**config.mk**
```make
export PLATFORM = sky130hd
export DESIGN_NAME = mfr_coef_div
export DESIGN_NICKNAME = d
export VERILOG_FILES = /design/src/hw/rtl/mfr_pkg.sv /design/src/hw/rtl/mfr_coef_div.sv
export SDC_FILE = /design/constraint.sdc
export NUM_CORES = 1
export LEC_CHECK = 0
export BUFFER_PORTS_ARGS = -buffer_cell sky130_fd_sc_hd__buf_2
export CAP_MARGIN = 20
export CORE_ASPECT_RATIO = 2
export CORE_MARGIN = 2
export CORE_UTILIZATION = 30
export CTS_BUF_LIST = sky130_fd_sc_hd__clkbuf_2
export DETAILED_ROUTE_END_ITERATION = 8
export SYNTH_ARGS = -nofsm -noshare
export SYNTH_HDL_FRONTEND = slang
export SYNTH_SLANG_ARGS = --single-unit
```
**constraint.sdc**
```tcl
create_clock -name clk -period 8.4 [get_ports clk]
set_clock_uncertainty 0.15 [all_clocks]
set_input_delay 0.84 -clock clk [delete_from_list [all_inputs] [get_ports clk]]
set_output_delay 0.84 -clock clk [all_outputs]
set_load 0.01 [all_outputs]
```
**src/hw/rtl/mfr_pkg.sv**
```systemverilog
// Package for the Muskingum flow router: payload types, fixed-point constants, register map.
`default_nettype none
package mfr_pkg;

	localparam int unsigned MAX_HALVINGS   = 6;
	localparam int unsigned COEF_FRAC_BITS = 16;
	localparam int unsigned TIME_FRAC_BITS = 16;
	// quotient bits: coefficients never exceed 1.0
	localparam int unsigned QUOT_W = COEF_FRAC_BITS + 1;
	// normalized denominator stays below 2^DEN_W
	localparam int unsigned DEN_W  = 38;
	localparam int unsigned MAG_W  = DEN_W + 2;
	localparam int unsigned NUM_W  = MAG_W + COEF_FRAC_BITS;

	localparam logic [31:0] TRAVEL_RESET = 32'd3600000;
	localparam logic [15:0] WEIGHT_RESET = 16'd13107;
	localparam logic [16:0] X_HALF       = 17'd32768;
	localparam logic [16:0] X_ONE        = 17'd65536;

	// register indexes (paddr word index)
	localparam logic REG_TRAVEL = 1'b0;
	localparam logic REG_WEIGHT = 1'b1;

	typedef struct packed {
		logic [30:0] inflow;
		logic [31:0] step_ms;
		logic        first_sample;
	} in_item_t;

	typedef struct packed {
		logic signed [31:0] outflow;
		logic [31:0]        substep_ms;
		logic               last_of_run;
		logic               step_too_small;
		logic               halving_limited;
	} out_item_t;

endpackage
`default_nettype wire

```
**src/hw/rtl/mfr_coef_div.sv**
```systemverilog
// Restoring divider, one quotient bit per cycle, for the routing coefficients.
`default_nettype none
module mfr_coef_div
	import mfr_pkg::*;
(
	input  wire logic              clk,
	input  wire logic              arst_n,
	input  wire logic              start,
	input  wire logic [NUM_W-1:0]  num,
	input  wire logic [DEN_W-1:0]  den,
	output logic                   done,
	output logic [QUOT_W-1:0]      quot
);

	localparam int unsigned CNT_W = $clog2(QUOT_W + 1);

	logic [DEN_W:0]     rem_q;
	logic [QUOT_W-1:0]  low_q;
	logic [QUOT_W-1:0]  quot_q;
	logic [CNT_W-1:0]   cnt_q;
	logic               busy_q;
	logic               done_q;
	logic [DEN_W:0]     rem2;
	logic               fits;

	// shift in next numerator bit, trial subtract
	assign rem2 = {rem_q[DEN_W-1:0], low_q[QUOT_W-1]};
	assign fits = rem2 >= {1'b0, den};

	always_ff @(posedge clk or negedge arst_n) begin
		if (!arst_n) begin
			busy_q <= 1'b0;
			done_q <= 1'b0;
			cnt_q  <= '0;
			rem_q  <= '0;
			low_q  <= '0;
			quot_q <= '0;
		end else begin
			done_q <= 1'b0;
			if (start) begin
				busy_q <= 1'b1;
				cnt_q  <= CNT_W'(QUOT_W);
				rem_q  <= num[NUM_W-1:QUOT_W];
				low_q  <= num[QUOT_W-1:0];
				quot_q <= '0;
			end else if (busy_q) begin
				rem_q  <= fits ? rem2 - {1'b0, den} : rem2;
				low_q  <= {low_q[QUOT_W-2:0], 1'b0};
				quot_q <= {quot_q[QUOT_W-2:0], fits};
				cnt_q  <= cnt_q - 1'b1;
				if (cnt_q == CNT_W'(1)) begin
					busy_q <= 1'b0;
					done_q <= 1'b1;
				end
			end
		end
	end

	assign done = done_q;
	assign quot = quot_q;

endmodule
`default_nettype wire

```
[Word-level counts from Yosys, hierarchy flattened]
Index checks and enable logic that the tools add are counted.
Widths: inputs -> output; s select.
Operators by class
  equal/unequal tests: 1
  magnitude comparators: 1
  reductions and logical operators: 1
  mux-type cells: 15
  add/subtract/negate cells: 2
Operators with widths (number)
  $mux 38: 3
  $mux 17: 4
  $ge 39x38->1: 1
  $sub 38x38->38: 1
  $mux 5: 2
  $mux 1: 6
  $eq 5x1->1 const B: 1
  $sub 5x1->5 const B: 1
  $reduce_bool 2->1: 1
Storage, ports and cells
  input port bits: 97
  bits in registers: 79
  output and inout port bits: 18

[Depth between registers and ports, before layout]
  depth in word-level cells: 4
  mapped depth: 12
  mapped depth without buffers: 12

[Worst setup path after synthesis]
OpenSTA, ideal clock, no wires.
  path kind: in2reg
  start point: in den[17]
  end point: reg rem_q[0]
  path buffers: 2
  arrival time: 3.146 ns
  setup slack: 4.978 ns
  required time: 8.124 ns
  stages on the path: 12
  cells stage by stage: inv_1 > ha_1 > clkbuf_1 > and4_1 > and3_1 > o2bb2ai_1 > or3_1 > o211ai_2 > and2_4 > buf_6 > o21ai_1 > a221o_1
On the way
  cells in the longest elaborated chain, start to end: 4
RTL lines
  start, declared: line mfr_coef_div.sv:10  | input wire logic [DEN_W-1:0] den,
  $ge 39x38->1: line mfr_coef_div.sv:28  | assign fits = rem2 >= {1'b0, den};
  $mux 38: line mfr_coef_div.sv:47  | rem_q <= fits ? rem2 - {1'b0, den} : rem2;
  $mux 38: line mfr_coef_div.sv:46  | end else if (busy_q) begin
  $mux 38: line mfr_coef_div.sv:40  | if (start) begin
  end signal, assigned: line mfr_coef_div.sv:43  | rem_q <= num[NUM_W-1:QUOT_W];
  end signal, assigned: line mfr_coef_div.sv:47
  end, declared: line mfr_coef_div.sv:17  | logic [DEN_W:0] rem_q;
Every way passes these cells. The select of a mux whose other input is x is not followed.
A chain may end at the register's enable or synchronous reset.

[Worst setup path in the final report]
  start point: reg rem_q[30]
  end point: reg rem_q[36]
On the way
  cells in the longest elaborated chain, start to end: 4
  elaborated cells on any way between the ends: 5
RTL lines (line)
  $sub 38x38->38 / $ge 39x38->1 (equally long branches): mfr_coef_div.sv:47, mfr_coef_div.sv:28
  $mux 38 *: mfr_coef_div.sv:47
  $mux 38 *: mfr_coef_div.sv:46
  $mux 38 *: mfr_coef_div.sv:40
Mark *: on every way between the ends. The rest lies on a longest branch, timed or not. The select of a mux whose other input is x is not followed.

==> results.md <==
Detailed routing:
- The number of nets with antenna violations after detailed routing is 0.
- The routed wirelength normalized by instance count is 17.1 um.
- The routed metal-1 wire length is roughly 7200 um.
- The remaining routing DRC violations is 0.
- Before antenna repair, the detailed router went through 6 iterations.
- For this block, the routed nets add up to 19100 um of wire.
- The detailed router finished its first iteration with 267 violations.
- Wire segments on met2 add up to 10500 um in the final route.
- After detailed routing, no signal wire sits above met4.
- The via total after detailed routing is 5857.
- Detailed routing placed a total of 700 um of wire on met3.
- The per-cell via count in the routed design is 5.24.

Synthesis:
- The total of warnings raised by yosys is 0.
- Synthesis produced about 760 cells.
- The cell accounting for the most synthesized area is sky130_fd_sc_hd__dfrtp_1.
- The per-instance average area after synthesis is 8.31 um2.
- After Yosys synthesis, XOR and XNOR cells account for 5.28% of the synthesized area.
- Yosys attributes the largest share of cell area to sky130_fd_sc_hd__dfrtp_1 31%, sky130_fd_sc_hd__mux2i_1 8.6%, sky130_fd_sc_hd__ha_1 7.9%, sky130_fd_sc_hd__a21oi_1 5.8%, sky130_fd_sc_hd__o21ai_0 5.6%.
- The dominant register cell in the synthesized netlist is sky130_fd_sc_hd__dfrtp_1.
- The number of different library cells used by synthesis comes to between 60 and 70.
- In the synthesized netlist, mux cells make up 8.57% of the area.
- The synthesized net count is 897.
- After synthesis the netlist holds a flip-flop and latch count of 79.
- The synthesized design devotes to its leading area cell type 31.3% of total area.
- The main combinational cell family by area after synthesis is compound AO/OA/AOI/OAI gates.
- After synthesis, the share of flip-flops with an asynchronous set or reset is 100%.
- In this run the cell area of the synthesized design comes to 6310 um2.
- The synthesized netlist devotes a little over 8% of its cell area to adder and majority cells.
- The area share of and/or/nand/nor cells after synthesis is 16.0%.
- The share of synthesized area occupied by flip-flops and latches is 31.3%.
- In this run, synthesis inferred 0 flip-flops with an integrated enable.
- Summing the areas of all compound-gate instances in the mapped netlist gives a little under a quarter of the synthesized area.

Final layout:
- The share of the core filled with cells in the final layout is 34.5%.
- The fraction of final layout cells sized beyond drive strength 1 is 16.9%.
- The final-stage net count is 980.
- The sequential standard cell area is 1980 um2.
- In the final layout, the multi-input gates occupy 3920 um2.
- The layout overhead on the synthesized area is 13.9%.
- The filler cell count in the final layout is 2279.
- The final instance area is 7180 um2.

Global routing:
- The initial antenna violation count was 2.
- The number of global-route vias before repair came to 6050.
- The leftover overflow at the end of global routing is 0.
- The global-route wire length before repair is 30600 um.
- Entering global routing, the biggest net connects 96 pins.
- The global-route total usage across every layer is 17.5%.

Timing:
- The final-report max-slew violation count was 0.
- The number of failing hold endpoints at the final stage came to 0.
- Derived from the worst setup path, the maximum achievable clock frequency is 251 MHz.
- Counting I/O delays and the setup requirement, the final critical path takes a little under 4 ns.
- The sum of negative setup slack is 0 ns.
- At the pin with the least slew margin, the transition time is 1.02 ns.
- Setup repair after global routing left no endpoint under its margin.
- The ratio of final minimum period to clock period is a little under half.
- The smallest hold slack is about 0.25 ns.
- Setup violations remaining at the end of the flow were counted as 0.
- The worst pin sits at a relative slew slack of 31.7%.

Worst setup path:
- The number of buffers and inverters on the critical path is 0.
- The count of cell instances traversed by the critical path is 9.
- The peak fanout along the critical path is 33.
- At the worst endpoint, the required time is 8.77 ns.
- On the worst path, the slowest cell contributes a delay of 0.78 ns.
- The logic depth of the worst register-to-register path is 9.
- Data arrives at the worst endpoint at about 4.4 ns.
- The most frequent cell on the critical path is sky130_fd_sc_hd__nand2_2.
- The family of cells with the greatest summed delay on the critical path is simple AND/OR/NAND/NOR gates.
- The signal on the critical path passes through ha_1 -> nand2_1 -> or3_1 -> or4_1 -> o31ai_2 -> a21oi_2 -> nand2_2 -> nand2_2 -> o221ai_1.
- The endpoint class of the critical path is a flip-flop.
- The type of origin of the critical path is a flip-flop.
- The classification of the worst setup path is flip-flop to flip-flop.
- The master of the slowest instance on the critical path is sky130_fd_sc_hd__nand2_2.

Clock tree:
- The tree is rooted in a sky130_fd_sc_hd__clkbuf_2.
- Clock latency on the worst-skew pair, taken at its later pin, is around 0.64 ns.
- Buffers inserted during clock tree synthesis total 9.
- Post-CTS timing repair inserted 0 buffers for setup.
- The number of H-tree branching levels is 3.
- The clock input transition at the sequential cells of the worst setup and hold paths is 0.30 ns.
- The clock net in this run drives a total of 79 sinks.
- TritonCTS built the clock tree.
- The maximum clock insertion buffer count is 2.

Die:
- The core area is 20800 um2.
- The die footprint is between 20000 and 25000 um2.
- In this run the vertical extent of the chip is 209 um.
- The effective utilization at floorplan is 30.3%.
- During I/O placement, the number of pins put on the boundary was about 120.
- The number of cell rows is 75.
- From left edge to right edge, the die measures around 110 um.

Job:
- Max-cap violations in this run came to 0.

Hold path:
- The type of the tightest min-delay check is primary input to flip-flop.
- The number of stages on the worst hold path is 3.

Power:
- The overall power is 0.00239 W.
- In this run the static leakage power is 3.62 nW.
- VDD sags by at most between 0.1 and 0.15 mV.
- Power spread over the standard cell area amounts to 332 nW/um2.

Placed design:
- The placed instance area is 7050 um2.
- The wire-length estimate of the detail-placed layout is roughly 15000 um.
- The routability congestion estimate from global placement is 0.895.
- The number of buffers added on ports is 113.

Outcome:
- The run finished with clean final reports.
## cell families after synthesis
| logic type | count (synthesis) |
|---|---|
| compound gates | 242 |
| simple gates | 201 |
| fa+ha+maj | 41 |
| mux | 54 |
| flops | 79 |
| buf+inv | 104 |
| xor+xnor | 38 |
## flip-flops by register name, indices dropped and copies added (netlist names)
register / cells
quot: 17
done: 1
cnt_q: 5
low_q: 17
rem_q: 38
busy_q: 1
## power by group
group,switching [W],total (W),internal (W)
sequential,0.000109,0.000610,0.000500
combinational,0.000891,0.00155,0.000656
clock,0.000160,0.000230,0.0000695
total,0.00116,0.00239,0.00123
## synthesized netlist by cell type, types with 3 or more instances
cell type                   number
sky130_fd_sc_hd__clkbuf_1       37
sky130_fd_sc_hd__and3_1          6
sky130_fd_sc_hd__xnor2_1        26
sky130_fd_sc_hd__a2bb2oi_1       8
sky130_fd_sc_hd__nor3b_1        22
sky130_fd_sc_hd__buf_4           4
sky130_fd_sc_hd__a21o_1         18
sky130_fd_sc_hd__dfrtp_1        79
sky130_fd_sc_hd__o2111ai_1       3
sky130_fd_sc_hd__a31oi_1         6
sky130_fd_sc_hd__inv_1          58
sky130_fd_sc_hd__xor2_1         12
sky130_fd_sc_hd__nand2b_1        7
sky130_fd_sc_hd__o221ai_1        9
sky130_fd_sc_hd__a21boi_0        3
sky130_fd_sc_hd__nand4_1         6
sky130_fd_sc_hd__nor3_1         12
sky130_fd_sc_hd__ha_1           40
sky130_fd_sc_hd__and4_1          6
sky130_fd_sc_hd__nor2_1         43
sky130_fd_sc_hd__a221oi_1        3
sky130_fd_sc_hd__a211oi_1        5
sky130_fd_sc_hd__o31ai_1         6
sky130_fd_sc_hd__o21a_1          4
sky130_fd_sc_hd__nand2_1        66
sky130_fd_sc_hd__and2_1          4
sky130_fd_sc_hd__o21ai_0        71
sky130_fd_sc_hd__nand3_1        12
sky130_fd_sc_hd__or3_1           3
sky130_fd_sc_hd__mux2i_1        54
sky130_fd_sc_hd__nor4_1          3
sky130_fd_sc_hd__a21oi_1        73
sky130_fd_sc_hd__o211ai_1        7
sky130_fd_sc_hd__o21bai_1        4
## routing by layer
layer  track usage [%]  up-vias
li1                  -     2897
met1              18.4     2763
met2              33.3      153
met3              2.31       44
met4              8.82        0
met5                 0        -
## path summary, 6_finish.rpt
kind | from | slack (ns) | end
setup reg to reg | rem_q[30] | 4.42 | rem_q[36]
max in group asynchronous | arst_n | 6.49 | busy_q
hold / removal | num[47] | 0.25 | rem_q[30]
setup / recovery | rem_q[30] | 4.42 | rem_q[36]
min in group asynchronous | arst_n | 0.45 | rem_q[26]
hold reg to reg | quot[16] | 0.42 | quot[16]
## placed cells by master (no fill, tap or decap), types with 12 or more instances in the layout
| cell | instances |
|---|---|
| sky130_fd_sc_hd__buf_2 | 111 |
| sky130_fd_sc_hd__dfrtp_1 | 78 |
| sky130_fd_sc_hd__a21oi_1 | 73 |
| sky130_fd_sc_hd__o21ai_0 | 71 |
| sky130_fd_sc_hd__nand2_1 | 66 |
| sky130_fd_sc_hd__inv_1 | 58 |
| sky130_fd_sc_hd__mux2i_1 | 54 |
| sky130_fd_sc_hd__nor2_1 | 43 |
| sky130_fd_sc_hd__ha_1 | 40 |
| sky130_fd_sc_hd__xnor2_1 | 26 |
| sky130_fd_sc_hd__nor3b_1 | 22 |
| sky130_fd_sc_hd__a21o_1 | 18 |
| sky130_fd_sc_hd__nand3_1 | 12 |
| sky130_fd_sc_hd__nor3_1 | 12 |
| sky130_fd_sc_hd__xor2_1 | 12 |
## worst min-delay path, stage by stage
cell,delay (ns)
sky130_fd_sc_hd__buf_2,0.08
sky130_fd_sc_hd__nand2_1,0.05
sky130_fd_sc_hd__o221ai_1,0.06
## per-stage QoR
step                std cells  setup slack (ns)
floorplan                 759              4.98
global placement         1099              3.90
detailed placement       1099              3.87
CTS                      1116              4.39
global route             1118              4.19
finish                   1118              4.42
## cell type report
type / instances / share of cell area (%)
flip-flops and latches: 79 / 27.6
inverters: 58 / 3.03
clock buffers: 9 / 0.627
clock inverters: 7 / 1.01
multi-input cells: 576 / 54.5
well taps: 269 / 4.68
diodes: 2 / 0.0697
repair buffers: 118 / 8.50
## what timing repair did
item,4_1_cts,5_1_grt
endpoints found under the hold margin,24,0
hold buffers,1,0
resized for setup,0,0
Note: power is estimated with default switching activity, not from simulation.
